<file path="src/design/hcbd_pkg.sv">
package hcbd_pkg;

  localparam int unsigned SIZE_BITS_DEFAULT = 32;
  localparam int unsigned HEX_BITS = 4;
  localparam int unsigned LINE_BITS = 16;
  localparam logic [LINE_BITS-1:0] LINE_LIMIT_RESET = 16'd1024;

  localparam logic [7:0] CHAR_CR = 8'h0D;
  localparam logic [7:0] CHAR_LF = 8'h0A;

  localparam logic [1:0] KIND_FRAME = 2'd0;
  localparam logic [1:0] KIND_BODY  = 2'd1;
  localparam logic [1:0] KIND_TAIL  = 2'd2;

  localparam logic [1:0] STAT_OK        = 2'd0;
  localparam logic [1:0] STAT_BAD       = 2'd1;
  localparam logic [1:0] STAT_AFTER_ERR = 2'd2;

  typedef struct packed {
    logic                valid;
    logic [HEX_BITS-1:0] value;
  } hex_digit_t;

  function automatic hex_digit_t hex_decode(input logic [7:0] c);
    hex_digit_t r;
    r.valid = 1'b1;
    r.value = '0;
    if (c >= 8'h30 && c <= 8'h39) begin
      r.value = HEX_BITS'(c - 8'h30);
    end else if (c >= 8'h61 && c <= 8'h66) begin
      r.value = HEX_BITS'(c - 8'h57);
    end else if (c >= 8'h41 && c <= 8'h46) begin
      r.value = HEX_BITS'(c - 8'h37);
    end else begin
      r.valid = 1'b0;
    end
    return r;
  endfunction

endpackage

</file>
<file path="src/design/http_chunked_body_decoder_unit.sv">
// Chunked transfer decoder: one byte of an HTTP/1.1 chunked message body per item.
// Input channel: in_valid_i, in_stall_o, in_byte_i. Output channel: out_valid_o,
// out_stall_i and the result fields out_byte_o, out_kind_o, status_o, done_res_o.
// Every input item yields exactly one result item, in order.
// An accepted item is held in an input register; once the output register is free,
// its result is written into the output register, which drives the outputs. One
// item is accepted every cycle when the receiver does not stall; throughput is one
// byte per clock.
// When the receiver stalls, the held result stays on the outputs and the input
// register still takes one more item; only when both registers are full is
// in_stall_o raised, combinationally from out_stall_i.
// The line limit is written through cfg_we_i and cfg_wdata_i; the user must do so
// only while idle, as the block does not enforce it. Reset empties both registers,
// sets the limit to 1024 and returns the decoder to the start of a chunk header. An
// error latches until reset; later bytes return the after-error status.
module http_chunked_body_decoder_unit
  import hcbd_pkg::*;
#(
  parameter int unsigned SIZE_BITS = SIZE_BITS_DEFAULT
) (
  input  logic                 clk_i,
  input  logic                 rst_ni,
  input  logic                 in_valid_i,
  output logic                 in_stall_o,
  input  logic [7:0]           in_byte_i,
  output logic                 out_valid_o,
  input  logic                 out_stall_i,
  output logic [7:0]           out_byte_o,
  output logic [1:0]           out_kind_o,
  output logic [1:0]           status_o,
  output logic                 done_res_o,
  input  logic                 cfg_we_i,
  input  logic [LINE_BITS-1:0] cfg_wdata_i
);

  typedef enum logic [3:0] {
    PH_HDR_START,
    PH_HDR_LEADCR,
    PH_HDR_NUM,
    PH_HDR_EXT,
    PH_HDR_CR,
    PH_BODY,
    PH_TRL_LINE,
    PH_TRL_CR,
    PH_DONE,
    PH_ERROR
  } phase_e;

  phase_e               phase_q, phase_d;
  logic [SIZE_BITS-1:0] remaining_q, remaining_d;
  logic [LINE_BITS-1:0] line_count_q, line_count_d;
  logic                 saw_digit_q, saw_digit_d;
  logic                 line_nonempty_q, line_nonempty_d;
  logic                 stalled_q, stalled_d;
  logic [LINE_BITS-1:0] max_line_q;

  logic                 s1_valid_q;
  logic [7:0]           s1_byte_q;

  logic                 out_valid_q;
  logic [7:0]           out_byte_q, out_byte_d;
  logic [1:0]           out_kind_q, out_kind_d;
  logic [1:0]           status_q, status_d;
  logic                 done_q, done_d;

  logic                 out_free;
  logic                 advance;
  logic                 in_accept;
  hex_digit_t           hex;

  assign out_free   = !out_valid_q || !out_stall_i;
  assign advance    = s1_valid_q && out_free;
  assign in_stall_o = s1_valid_q && !out_free;
  assign in_accept  = in_valid_i && !in_stall_o;
  assign hex        = hex_decode(s1_byte_q);

  always_comb begin
    logic complete;
    logic bad;
    logic num_path;
    complete        = 1'b0;
    bad             = 1'b0;
    num_path        = 1'b0;
    phase_d         = phase_q;
    remaining_d     = remaining_q;
    line_count_d    = line_count_q;
    saw_digit_d     = saw_digit_q;
    line_nonempty_d = line_nonempty_q;
    stalled_d       = stalled_q;
    out_byte_d      = '0;
    out_kind_d      = KIND_FRAME;
    status_d        = STAT_OK;
    done_d          = 1'b0;

    priority if (phase_q == PH_ERROR) begin
      status_d = STAT_AFTER_ERR;
    end else if (phase_q == PH_DONE) begin
      out_byte_d = s1_byte_q;
      out_kind_d = KIND_TAIL;
      done_d     = 1'b1;
    end else if (phase_q == PH_BODY) begin
      out_byte_d  = s1_byte_q;
      out_kind_d  = KIND_BODY;
      remaining_d = remaining_q - SIZE_BITS'(1);
      if (remaining_d == '0) begin
        phase_d         = PH_HDR_START;
        line_count_d    = '0;
        saw_digit_d     = 1'b0;
        line_nonempty_d = 1'b0;
        stalled_d       = 1'b0;
      end
    end else begin
      if (!stalled_q) begin
        unique case (phase_q)
          PH_HDR_START: begin
            if (s1_byte_q == CHAR_CR) begin
              phase_d = PH_HDR_LEADCR;
            end else begin
              num_path = 1'b1;
            end
          end
          PH_HDR_NUM: num_path = 1'b1;
          PH_HDR_LEADCR: begin
            if (s1_byte_q == CHAR_LF) begin
              phase_d = PH_HDR_NUM;
            end else begin
              bad = 1'b1;
            end
          end
          PH_HDR_EXT: begin
            if (s1_byte_q == CHAR_CR) begin
              phase_d = PH_HDR_CR;
            end
          end
          PH_HDR_CR: begin
            if (s1_byte_q == CHAR_LF) begin
              complete        = 1'b1;
              line_count_d    = '0;
              line_nonempty_d = 1'b0;
              stalled_d       = 1'b0;
              saw_digit_d     = 1'b0;
              phase_d         = (remaining_q == '0) ? PH_TRL_LINE : PH_BODY;
            end else begin
              stalled_d = 1'b1;
            end
          end
          PH_TRL_LINE: begin
            if (s1_byte_q == CHAR_CR) begin
              phase_d = PH_TRL_CR;
            end else begin
              line_nonempty_d = 1'b1;
            end
          end
          PH_TRL_CR: begin
            if (s1_byte_q == CHAR_LF) begin
              complete = 1'b1;
              if (line_nonempty_q) begin
                line_count_d    = '0;
                line_nonempty_d = 1'b0;
                stalled_d       = 1'b0;
                phase_d         = PH_TRL_LINE;
              end else begin
                phase_d = PH_DONE;
                done_d  = 1'b1;
              end
            end else begin
              stalled_d = 1'b1;
            end
          end
          default: begin
          end
        endcase

        if (num_path) begin
          if (hex.valid) begin
            if (remaining_q[SIZE_BITS-1 -: HEX_BITS] != '0) begin
              bad = 1'b1;
            end else begin
              remaining_d = {remaining_q[SIZE_BITS-HEX_BITS-1:0], hex.value};
              saw_digit_d = 1'b1;
              phase_d     = PH_HDR_NUM;
            end
          end else if (!saw_digit_q) begin
            bad = 1'b1;
          end else if (s1_byte_q == CHAR_CR) begin
            phase_d = PH_HDR_CR;
          end else begin
            phase_d = PH_HDR_EXT;
          end
        end
      end

      if (!bad && !complete) begin
        if (line_count_q >= max_line_q) begin
          bad = 1'b1;
        end else begin
          line_count_d = line_count_q + LINE_BITS'(1);
        end
      end
      if (bad) begin
        phase_d  = PH_ERROR;
        status_d = STAT_BAD;
        done_d   = 1'b0;
      end
    end
  end

  always_ff @(posedge clk_i or negedge rst_ni) begin
    if (!rst_ni) begin
      phase_q         <= PH_HDR_START;
      remaining_q     <= '0;
      line_count_q    <= '0;
      saw_digit_q     <= 1'b0;
      line_nonempty_q <= 1'b0;
      stalled_q       <= 1'b0;
      max_line_q      <= LINE_LIMIT_RESET;
      s1_valid_q      <= 1'b0;
      s1_byte_q       <= '0;
      out_valid_q     <= 1'b0;
      out_byte_q      <= '0;
      out_kind_q      <= KIND_FRAME;
      status_q        <= STAT_OK;
      done_q          <= 1'b0;
    end else begin
      if (cfg_we_i) begin
        max_line_q <= cfg_wdata_i;
      end
      if (in_accept) begin
        s1_byte_q <= in_byte_i;
      end
      if (in_accept) begin
        s1_valid_q <= 1'b1;
      end else if (advance) begin
        s1_valid_q <= 1'b0;
      end
      if (advance) begin
        phase_q         <= phase_d;
        remaining_q     <= remaining_d;
        line_count_q    <= line_count_d;
        saw_digit_q     <= saw_digit_d;
        line_nonempty_q <= line_nonempty_d;
        stalled_q       <= stalled_d;
        out_byte_q      <= out_byte_d;
        out_kind_q      <= out_kind_d;
        status_q        <= status_d;
        done_q          <= done_d;
        out_valid_q     <= 1'b1;
      end else if (out_free) begin
        out_valid_q <= 1'b0;
      end
    end
  end

  assign out_valid_o = out_valid_q;
  assign out_byte_o  = out_byte_q;
  assign out_kind_o  = out_kind_q;
  assign status_o    = status_q;
  assign done_res_o  = done_q;

  // An error holds until reset.
  assert property (@(posedge clk_i) disable iff (!rst_ni)
    phase_q == PH_ERROR |=> phase_q == PH_ERROR)
    else $error("error phase was left");

  // The body phase always has bytes left to count.
  assert property (@(posedge clk_i) disable iff (!rst_ni)
    phase_q == PH_BODY |-> remaining_q != '0)
    else $error("body phase with zero remaining");

  // A held input item is kept while the output register is blocked.
  assert property (@(posedge clk_i) disable iff (!rst_ni)
    s1_valid_q && !out_free |=> s1_valid_q && $stable(s1_byte_q))
    else $error("held input item lost");

  // Done is only reported on an ok result.
  assert property (@(posedge clk_i) disable iff (!rst_ni)
    out_valid_q && done_q |-> status_q == STAT_OK)
    else $error("done reported with error status");

endmodule
</file>
<file path="config.mk">
export PLATFORM = sky130hd
export DESIGN_NAME = http_chunked_body_decoder_unit
export DESIGN_NICKNAME = d
export VERILOG_FILES = /design/src/design/hcbd_pkg.sv /design/src/design/http_chunked_body_decoder_unit.sv
export SDC_FILE = /design/constraint.sdc
export NUM_CORES = 1
export LEC_CHECK = 0
export ABC_AREA = 1
export BUFFER_PORTS_ARGS = -buffer_cell sky130_fd_sc_hd__buf_4
export CORE_AREA = 2 2 124 126
export DETAILED_ROUTE_END_ITERATION = 7
export DIE_AREA = 0 0 126 128
export GPL_ROUTABILITY_DRIVEN = 0
export GPL_TIMING_DRIVEN = 0
export MAX_ROUTING_LAYER = met4
export PLACE_DENSITY = 0.64
export SLEW_MARGIN = 20
export SYNTH_ARGS = -nofsm -noshare
export SYNTH_HDL_FRONTEND = slang
export SYNTH_SLANG_ARGS = --single-unit
</file>
<file path="constraint.sdc">
create_clock -name clk_i -period 6.86 [get_ports clk_i]
set_input_delay 1.029 -clock clk_i [delete_from_list [all_inputs] [get_ports clk_i]]
set_output_delay 1.029 -clock clk_i [all_outputs]
set_load 0.005 [all_outputs]
</file>
==> qor.yml, run 1 <==
timing:
  slew_violations: 0
  setup_viol: 0
  setup_tns_ps: 0
  fmax_mhz: 339.6
  hold_viol_final: 0
  finalCritPeriodShare_pct: 42.92
  whs_ps: 473.5
  finClkSkew_ps: 8.168
  maxSlewHeadroom_pct: 41.00
  post-route-min-period_ps: 2944
  tightest_slew_ps: 885.0
  rsz0062_at_grt: "no"
synth:
  synth_top_area_cell: "dfrtp_1"
  synthDistinctLibCells: 44
  synthMuxAreaShare_pct: 0.1736
  synthSimpleGateAreaFrac_pct: 34.38
  synth-edff-count: 0
  yosysSeqAreaShare_pct: 36.29
  synth_top_family_by_area: "simple AND/OR/NAND/NOR gates"
  yosysWarnings: 0
  async_flop_share_pct: 100.0
  synth_fa_ha_area_share_pct: 4.631
  synth_top_area_share_pct: 35.89
  synth_area_um2: 6485
  synth-compound-area-share_pct: 14.70
  synth_fp_nets: 1013
  synthCells: 960
  avgSynthCellArea_um2: 6.755
  synth_xor_area_share_pct: 1.621
  ys_ff_latch: 94
  synthTopCellsByArea: "dfrtp_1 36%, nand2_1 16%, o21ai_0 7.9%, nor2_1 7.1%, inv_1 6.4%"
  ys.flop_type: "dfrtp_1"
route:
  dr.first_iter.drc_count: 424
  via_per_inst: 5.200
  totalWireLength_um: 17280
  remaining_drc_errors: 0
  ant_nets: 0
  post_drt_wl_per_cell_um: 14.32
  vias: 6276
  dr.pass1.iters: 5
critical_path:
  cp-end-kind: "register"
  worst_setup_path_start_kind: "input pin"
  crit_fanout: 10
  crit_required_ps: 7090
  ff2ff_setup_slack_ps: 4040
  critPathMaxStageDelay_ps: 350
  cp_data_arrival_time_ps: 3170
  worst_path_max_delay_cell: "a21oi_4"
  crit_top_cell: "inv_1"
  path_cells: "buf_4 > nand2_1 > inv_1 > nor2_1 > inv_1 > a21oi_4 > inv_1 > nor2_1 > nand2_1 > inv_2 > buf_2 > o21ai_0"
  criticalPathCategory: "input pin to register"
final_layout:
  antenna_cells: 0
  nets: 1067
  layout_commonest_cell: "nand2_1"
  multi_input_area_um2: 3600
  fin_cells: 1207
  drive_gt1_share_pct: 10.40
  area_growth_syn_to_layout_pct: 13.12
  seq_area_um2: 2354
  fillers: 1558
  layout_common_cells: "279 x nand2_1, 123 x nor2_1, 111 x inv_1"
cts:
  clkTransAtPathRegs_ps: 70
  cts-root-buf: "clkbuf_16"
  cts_setup_buffers: 0
  cts_resized: 0
  h-tree-depth: 3
  cts_buffers: 9
  ctsLongestPathBuffers: 2
  cts_hold_repair.buffers: 0
  clock_latency_ps: 360
  cts_sinks: 94
  cts_tree: "yes"
power_and_ir_drop:
  p_leak_nw: 3.502
  vdd_drop_max_mv: 0.1584
  power_density_nw_per_um2: 266.7
  power_mw: 1.956
placed_design:
  io_buffers: 43
  hpwl_um: 12930
  dp_cells: 1191
floorplan:
  die_h_um: 128
  rows: 45
  core_um2: 14860
  ios: 44
  start_util_pct: 43.63
  die_area_um2: 16130
  die_w_um: 126
worst_hold_path:
  hold_path_class: "register to register"
run_status:
  status: "completed"
global_route:
  grt.total_usage_pct: 23.37
  grt_pass1_wl_um: 29660
  grt_overflow: 0
  grt_pass1_vias: 5984
  antenna_found_initial: 0
  grt_max_degree: 95
job:
  max-cap-violations: 0
==> sequential cells by signal (all words and copies together) (netlist names), 2 cells and up <==
| register | count |
|---|---|
| max_line_q | 16 |
| s1_byte_q | 8 |
| status_o | 2 |
| line_count_q | 16 |
| out_kind_o | 2 |
| remaining_q | 32 |
| phase_q | 4 |
| out_byte_o | 8 |
==> metal layers <==
| metal | part of all wire [%] | vias up | wire length [um] | GRT usage (%) |
|---|---|---|---|---|
| met2 | 45 | 128 | 7703 | 35.93 |
| met1 | 50 | 2887 | 8598 | 32.23 |
| met4 | 1.6 | 0 | 269 | 6.464 |
| li1 | - | 3240 | - | - |
| met5 | 0 | - | 0 | - |
| met3 | 4.1 | 21 | 708 | 3.756 |
==> worst max-delay path: cells and delay by family <==
family	cells	cell delay (ps)
buffers and inverters	6	1040
and+or+nand+nor	4	620
AOI/OAI and AO/OA	2	470
==> synthesized netlist by cell type (2+ instances only) <==
| library cell | number |
|---|---|
| inv_2 | 2 |
| a22oi_1 | 5 |
| o21ai_0 | 102 |
| buf_2 | 8 |
| nor3_1 | 3 |
| inv_1 | 111 |
| o21ai_1 | 10 |
| xor2_1 | 11 |
| nand3_1 | 59 |
| nand2_4 | 3 |
| nor2_2 | 13 |
| clkbuf_1 | 13 |
| o22ai_1 | 5 |
| ha_1 | 24 |
| dfrtp_1 | 93 |
| a31oi_1 | 2 |
| nand2_1 | 279 |
| nor2_1 | 123 |
| nor2_4 | 3 |
| o211ai_1 | 11 |
| nor3_2 | 4 |
| a21oi_1 | 32 |
| nand2_2 | 5 |
| nand4_1 | 19 |
==> cells by family after synthesis <==
| logic type | after synthesis |
|---|---|
| compound gates | 174 |
| xor+xnor | 12 |
| fa+ha+maj | 24 |
| buf+inv | 136 |
| flops | 94 |
| mux | 1 |
| simple gates | 519 |
==> power by group <==
group          total [mW]  internal [mW]  switching [mW]
Sequential          0.752          0.651           0.101
Combinational       0.703          0.272           0.431
Clock               0.502          0.255           0.246
==> path summary, 6_finish.rpt <==
path | from | to | cells past startpoint
setup reg to reg | remaining_q[0] | line_count_q[3] | 16
min in group asynchronous | rst_ni | remaining_q[13] | 1
hold reg to reg | s1_valid_q | out_valid_o | 2
setup / recovery | out_stall_i | remaining_q[14] | 12
max in group asynchronous | rst_ni | remaining_q[31] | 1
hold / removal | s1_valid_q | out_valid_o | 2
==> through the flow <==
step	setup slack (ps)	util [%]	area [um^2]
detailed placement	3532	47.41	7047
global placement	3558	47.38	7043
finish	3916	49.35	7336
CTS	3907	49.35	7336
floorplan	4335	-	6485
global route	3634	49.35	7336
==> area by class of cell <==
| type | count | area share (%) |
|---|---|---|
| multi-input combinational | 730 | 49.07 |
| sequential | 94 | 32.08 |
| inverter | 113 | 5.782 |
| timing repair buffer | 43 | 4.452 |
| tap | 188 | 3.207 |
| clock buffer | 9 | 3.070 |
| buffer | 23 | 1.467 |
| clock inverter | 7 | 0.8699 |
No activity file was read; power rests on OpenSTA's default activity.
==> run 2, diff against run 1 <==
Settings changed: ABC_AREA 1 to 0, CORE_AREA 2 2 124 126 to 2 2 121 123, DIE_AREA 0 0 126 128 to 0 0 123 125, PLACE_DENSITY 0.64 to 0.66.
Clock period 6.86 ns to 2.4 ns, I/O delays scaled along.
==> run 2 against run 1 <==
  * The flow now finishes with violations (negative setup slack)
  * Cell area grew 11%
  * Sequential power grew to 2.5 times the previous value
  * Non-clock buffer count grew 78
  * Routed wire length grew 14%
  * Clock skew grew 5.0 ps
  * Via count grew 3.5%
  * Worst hold slack lost 380 ps
  * Critical path depth shrank 2
  * Synthesized cell count shrank 24%
  * Critical endpoint is now phase_q[0]
==> qor.yml, run 2 <==
run_status:
  status: "finished with violations"
  violations: "negative setup slack"
cts:
  cts_tree: "yes"
  ctsLongestPathBuffers: 2  # unchanged
  cts_sinks: 94  # unchanged
  clock_latency_ps: 360  # about the same
  cts_buffers: 9  # unchanged
  cts_hold_repair.buffers: 0  # unchanged
  h-tree-depth: 3  # unchanged
  clkTransAtPathRegs_ps: 80  # about the same
  cts-root-buf: "clkbuf_16"
timing:
  slew_violations: 0  # unchanged
  rsz0062_at_grt: "yes"
  hold_viol_final: 0  # unchanged
  setup_slack_ps: -647.1  # -4563 ps
  finalCritPeriodShare_pct: 127.0
  post-route-min-period_ps: 3047
  tightest_slew_ps: 878.7  # -6.270 ps
  setup_viol: 54  # +54
  finClkSkew_ps: 13.21  # +5.042 ps
  fmax_mhz: 328.2
  maxSlewHeadroom_pct: 41.42  # +0.42 points
  setup_tns_ps: -15870  # -15,870 ps
power_and_ir_drop:
  power_mw: 4.522  # +130%
  p_leak_nw: 3.452  # -1.4%
  power_density_nw_per_um2: 553.4  # +110%
  vdd_drop_max_mv: 0.4476  # +180%
route:
  met1_length_um: 8000  # -7.0%
  dr.pass1.iters: 5  # unchanged
  remaining_drc_errors: 0  # unchanged
  post_drt_wl_per_cell_um: 19.37  # +35%
  ant_nets: 0  # unchanged
  totalWireLength_um: 19740  # +14%
  dr.first_iter.drc_count: 737  # +74%
  vias: 6498  # +3.5%
  via_per_inst: 6.377  # +23%
  route.met2.wl_um: 9212  # +20%
  dr_wl_met3_um: 1566  # +120%
  top_layer_used: "met4"
global_route:
  antenna_found_initial: 0  # unchanged
  grt_max_degree: 95  # unchanged
  grt_pass1_vias: 6203  # +3.7%
  grt_overflow: 0  # unchanged
  grt_pass1_wl_um: 31510  # +6.3%
  grt.total_usage_pct: 26.39  # +3.0 points
synth:
  synthDistinctLibCells: 79  # +80%
  synth_area_um2: 6166  # -4.9%
  synthTopCellsByArea: "dfrtp_1 38%, a21oi_1 5.5%, o21ai_0 5.0%, ha_1 4.9%, nand2_1 4.6%"
  async_flop_share_pct: 100.0  # unchanged
  synth_top_family_by_area: "compound AO/OA/AOI/OAI gates"
  synth-edff-count: 0  # unchanged
  synth_commonest_cells: "93 x dfrtp_1, 76 x nand2_1, 68 x a21oi_1, 62 x o21ai_0"
  synthCells: 726  # -24%
  synth_xor_area_share_pct: 0.7102  # -0.91 points
  ys.flop_type: "dfrtp_1"
  yosysWarnings: 0  # unchanged
  ys_ff_latch: 94  # unchanged
  yosysMostFrequentCell: "dfrtp_1"
  avgSynthCellArea_um2: 8.493  # +26%
  synth_top_area_cell: "dfrtp_1"
  synth-compound-area-share_pct: 25.32  # +11 points
  synth_top_area_share_pct: 37.74  # +1.9 points
  yosysSeqAreaShare_pct: 38.17  # +1.9 points
  synth_fp_nets: 779  # -23%
  synth_fa_ha_area_share_pct: 5.032  # +0.40 points
  synthMuxAreaShare_pct: 2.841  # +2.7 points
  synthSimpleGateAreaFrac_pct: 22.12  # -12 points
critical_path:
  cp-end-kind: "register"
  worstRegToRegCells: 10  # -6
  criticalPathCategory: "register to register"
  cp_data_arrival_time_ps: 3290  # +120 ps
  worst_setup_path_start_kind: "register"
  r2r-start: "remaining_q[12]"
  ff2ff_setup_slack_ps: -650  # -4690 ps
  crit_fanout: 8  # -2
  crit_required_ps: 2640  # -4450 ps
  r2r_end: "phase_q[0]"
final_layout:
  drive_gt1_share_pct: 31.98  # +22 points
  fin_cells: 1019  # -16%
  layout_commonest_cell: "dfrtp_1"
  area_growth_syn_to_layout_pct: 32.53
  largest_register_ffs: 32  # unchanged
  layout_common_cells: "87 x dfrtp_1, 80 x buf_4, 66 x nand2_1"
  largest_register: "remaining_q"
  nets: 883  # -17%
  antenna_cells: 0  # unchanged
  fillers: 1216  # -22%
  final_area_um2: 8172  # +11%
  reg.largest.list: "remaining_q x32, line_count_q x16, max_line_q x16"
floorplan:
  die_w_um: 123  # -2.4%
  die_area_um2: 15380  # -4.7%
  die_h_um: 125  # -2.3%
  core_um2: 14200  # -4.4%
  rows: 44  # -2.2%
  start_util_pct: 43.41  # -0.22 points
  ios: 44  # unchanged
job:
  max-cap-violations: 0  # unchanged
placed_design:
  place_area_um2: 6778  # -3.8%
  dp_cells: 953  # -20%
  hpwl_um: 12150  # -6.1%
  io_buffers: 43  # unchanged
worst_hold_path:
  hold_path_class: "input pin to asynchronous set/reset pin"
[run 2: where the power goes]
part / switching [mW] / internal [mW]
Sequential: 0.163 / 1.73
Combinational: 0.634 / 0.532
Clock: 0.728 / 0.732
Total: 1.52 / 3.00
[run 2: kinds of logic (layout without fill, tap and decap cells)]
family	after synthesis	count (layout)
xor gates and xnor gates	5	5
buffers and inverters	87	196
adders and majority gates	25	25
muxes	16	16
DFF	94	94
AOI/OAI and AO/OA	240	240
and+or+nand+nor	259	259
[run 2: layout make-up]
cell class              instances  area, um^2  area share (%)
clock inverters                 7       67.56          0.8268
clock buffers                   9       225.2           2.756
multi-input cells             545        3993           48.86
repair buffers                103       892.1           10.92
plain buffers                  41       264.0           3.231
inverters                      36       138.9           1.700
well taps                     184       230.2           2.817
flip-flops and latches         94        2361           28.89
[run 2: worst max path at each step]
| stage | from | endpoint | cells past startpoint |
|---|---|---|---|
| after CTS | remaining_q[3] | line_count_q[9] | 10 |
| after detailed placement | remaining_q[9] | line_count_q[9] | 8 |
| after global routing | remaining_q[1] | line_count_q[12] | 12 |
| after global placement | remaining_q[3] | line_count_q[6] | 9 |
| after floorplan | remaining_q[3] | phase_q[0] | 10 |
| final | remaining_q[12] | phase_q[0] | 10 |
[run 2: metal layers]
layer | vias to the layer above | global-route usage [%]
met3 | 105 | 4.881
met5 | - | -
met1 | 3119 | 34.14
met2 | 360 | 40.01
li1 | 2914 | -
met4 | 0 | 12.17
[run 2: repair_timing]
item | 4_1_cts | 5_1_grt
pin swaps | 44 | 35
setup buffers | 39 | 19
setup endpoints to repair | 57 | 65
gates resized for setup | 140 | 70
gates cloned | 7 | 0
[run 2: metrics by stage]
step / hold WS (ps) / setup WS [ps] / utilization (%)
finish: 90.24 / -647.1 / 57.53
global placement: 450.3 / -993.2 / 47.69
global route: 166.8 / -762.1 / 57.53
detailed placement: 457.8 / -966.2 / 47.72
CTS: 134.9 / -532.3 / 55.67
floorplan: 64.41 / -376.0 / -
[run 2: critical path, stage by stage, from the launching register on]
cell	delay, ps
dfrtp_1	360
clkbuf_1	240
nor4_2	370
nand4_1	170
or4_4	480
nor4_4	340
o2111ai_2	190
buf_4	180
o21ai_4	190
nand2_4	100
mux2_4	300
==> run 3, diff against run 2 <==
Settings changed: SKIP_CTS_REPAIR_TIMING set to 1.
==> run 3 against run 2 <==
  * The flow still finishes with violations (negative setup slack)
  * Count of clock-buffer cells in the layout stayed put
  * Non-clock buffer count shrank 27
  * First-iteration DRC count shrank 6.6%
  * Routed wire length down 7.3%
  * Worst setup slack got worse by 78 ps
  * Combinational power is essentially flat
  * Power about the same
  * Clock skew rose by 1.1 ps
  * Cell count fell by 2.6%
  * Cell area fell by 6.7%
==> qor.yml, run 3 (synthesis gave the netlist of run 2 again) <==
placed_design:
  place_ws_ps: -966.2  # unchanged
  io_buffers: 43  # unchanged
  place_area_um2: 6778  # unchanged
  hpwl_um: 12150  # unchanged
critical_path:
  worst_path_max_delay_cell: "dfrtp_1"
  crit_cells: 12  # +2
  cp-end-kind: "register"
  path_cells: "clkbuf_4 > inv_1 > ha_2 > nor4b_2 > nand4_1 > buf_4 > o31ai_1 > mux2i_1 > o2111ai_2 > o21ai_4 > nand2_4 > mux2_4"
  worstRegToRegCells: 12  # +2
  crit_required_ps: 2650  # about the same
  r2r_end: "phase_q[0]"
  startpoint: "remaining_q[0]"
  crit_fanout: 9  # +1
  cp-endpoint: "phase_q[0]"
  path_delay_family: "compound AO/OA/AOI/OAI gates"
  critPathMaxStageDelay_ps: 390  # -90 ps
  ff2ff_setup_slack_ps: -720  # -80 ps
  critPathBufInv: 3  # +1
  worst_setup_path_start_kind: "register"
  cp_data_arrival_time_ps: 3370  # +80 ps
  r2r-start: "remaining_q[0]"
  criticalPathCategory: "register to register"
power_and_ir_drop:
  p_leak_nw: 3.210  # -7.0%
  switching_share_pct: 33.98  # +0.26 points
  pwr-share-seq_pct: 42.2  # +0.3 points
  power_mw: 4.519  # about the same
  power_density_nw_per_um2: 593.0  # +7.1%
  vdd_drop_max_mv: 0.4387  # -2.0%
  p_switching_mw: 1.536  # +0.70%
  clockPowerShare_pct: 32.2  # about the same
  pwr-share-comb_pct: 25.6  # -0.2 points
  p_int_mw: 2.984  # -0.46%
timing:
  finalCritPeriodShare_pct: 130.2  # +3.2 points
  hold_viol_final: 0  # unchanged
  slew_violations: 0  # unchanged
  setup_viol: 55  # +1.9%
  rsz0062_at_grt: "yes"
  fmax_mhz: 320.0  # -2.5%
  setup_slack_ps: -724.8  # -77.63 ps
  tightest_slew_ps: 881.4  # +2.703 ps
  finClkSkew_ps: 14.31  # +1.097 ps
  maxSlewHeadroom_pct: 40.70  # -0.72 points
  post-route-min-period_ps: 3125  # +77.63 ps
global_route:
  grt_pass1_vias: 5696  # -8.2%
  grt.total_usage_pct: 24.17  # -2.2 points
  grt_overflow: 0  # unchanged
  antenna_found_initial: 0  # unchanged
  grt_max_degree: 95  # unchanged
  grt_pass1_wl_um: 28900  # -8.3%
floorplan:
  die_h_um: 125  # unchanged
  start_util_pct: 43.41  # unchanged
  rows: 44  # unchanged
  die_area_um2: 15380  # unchanged
  ios: 44  # unchanged
  core_um2: 14200  # unchanged
  die_w_um: 123  # unchanged
cts:
  clock_latency_ps: 360  # about the same
  ctsLongestPathBuffers: 2  # unchanged
  cts_buffers: 9  # unchanged
  cts_sinks: 94  # unchanged
  cts-root-buf: "clkbuf_16"
  cts_tree: "yes"
  clkTransAtPathRegs_ps: 80  # about the same
  h-tree-depth: 3  # unchanged
final_layout:
  reg.largest.list: "remaining_q x32, line_count_q x16, max_line_q x16"
  largest_register: "remaining_q"
  nets: 856  # -3.1%
  largest_register_ffs: 32  # unchanged
  area_growth_syn_to_layout_pct: 23.60
  final_area_um2: 7621  # -6.7%
  drive_gt1_share_pct: 22.65  # -9.3 points
  layout_common_cells: "91 x dfrtp_1, 71 x nand2_1, 67 x a21oi_1"
  layout_commonest_cell: "dfrtp_1"
  antenna_cells: 0  # unchanged
run_status:
  violations: "negative setup slack"
  status: "finished with violations"
route:
  remaining_drc_errors: 0  # unchanged
  via_per_inst: 6.250  # -2.0%
  dr_wl_met3_um: 1148  # -27%
  dr.first_iter.drc_count: 688  # -6.6%
  ant_nets: 0  # unchanged
  route.met2.wl_um: 8652  # -6.1%
  top_layer_used: "met4"
  vias: 6200  # -4.6%
  post_drt_wl_per_cell_um: 18.44  # -4.8%
  dr.pass1.iters: 6  # +1
  totalWireLength_um: 18290  # -7.3%
  met1_length_um: 7929  # -0.89%
job:
  max-cap-violations: 0  # unchanged
worst_hold_path:
  hold_path_class: "input pin to asynchronous set/reset pin"
## run 3: cell types whose count changed in the layout (fill, tap and decap cells not counted), sizes merged
cell,previous run,this run
clkinv,4,3
clkinvlp,0,1
buf,116,84
clkbuf,37,42
## run 3: metal layers
| layer | vias up | global-route usage [%] |
|---|---|---|
| li1 | 2861 | - |
| met1 | 3002 | 32.42 |
| met2 | 278 | 36.66 |
| met3 | 59 | 4.380 |
| met4 | 0 | 8.623 |
| met5 | - | - |
## run 3: stage by stage
stage               std cells  hold WS, ps  setup TNS (ps)  utilization, %
floorplan                 726        64.41           -6267               -
global placement          953        450.3          -37080           47.69
detailed placement        953        457.8          -37840           47.72
CTS                       969        134.9          -38860           49.78
global route              992        163.8          -27880           53.66
finish                    992        85.92          -20690           53.66
## run 3: power by group through the flow
stage / Clock, mW / Sequential (mW) / Combinational (mW)
floorplan: 0 / 1.88 / 0.653
global route: 1.54 / 1.93 / 1.28
global placement: 0 / 1.91 / 0.934
detailed placement: 0 / 1.92 / 0.971
CTS: 1.48 / 1.89 / 0.977
finish: 1.46 / 1.91 / 1.15
## run 3: area by class of cell
cell class              count  area, um^2
clock inverters             7       67.56
clock buffers               9       225.2
repair buffers             70       553.0
plain buffers              47       246.5
inverters                  36       138.9
flip-flops and latches     94        2356
fillers                  1315        6583
well taps                 184       230.2
multi-input cells         545        3804
## run 3: worst min path at each step
stage / startpoint / depth (start not counted) / end / slack (ps)
2_1_floorplan: rst_ni / 0 / done_res_o / 60
3_3_place_gp: s1_valid_q / 1 / out_valid_o / 450
3_5_place_dp: s1_valid_q / 1 / out_valid_o / 460
4_1_cts: rst_ni / 1 / max_line_q[11] / 130
5_1_grt: rst_ni / 1 / max_line_q[12] / 160
6_report: rst_ni / 1 / max_line_q[11] / 90
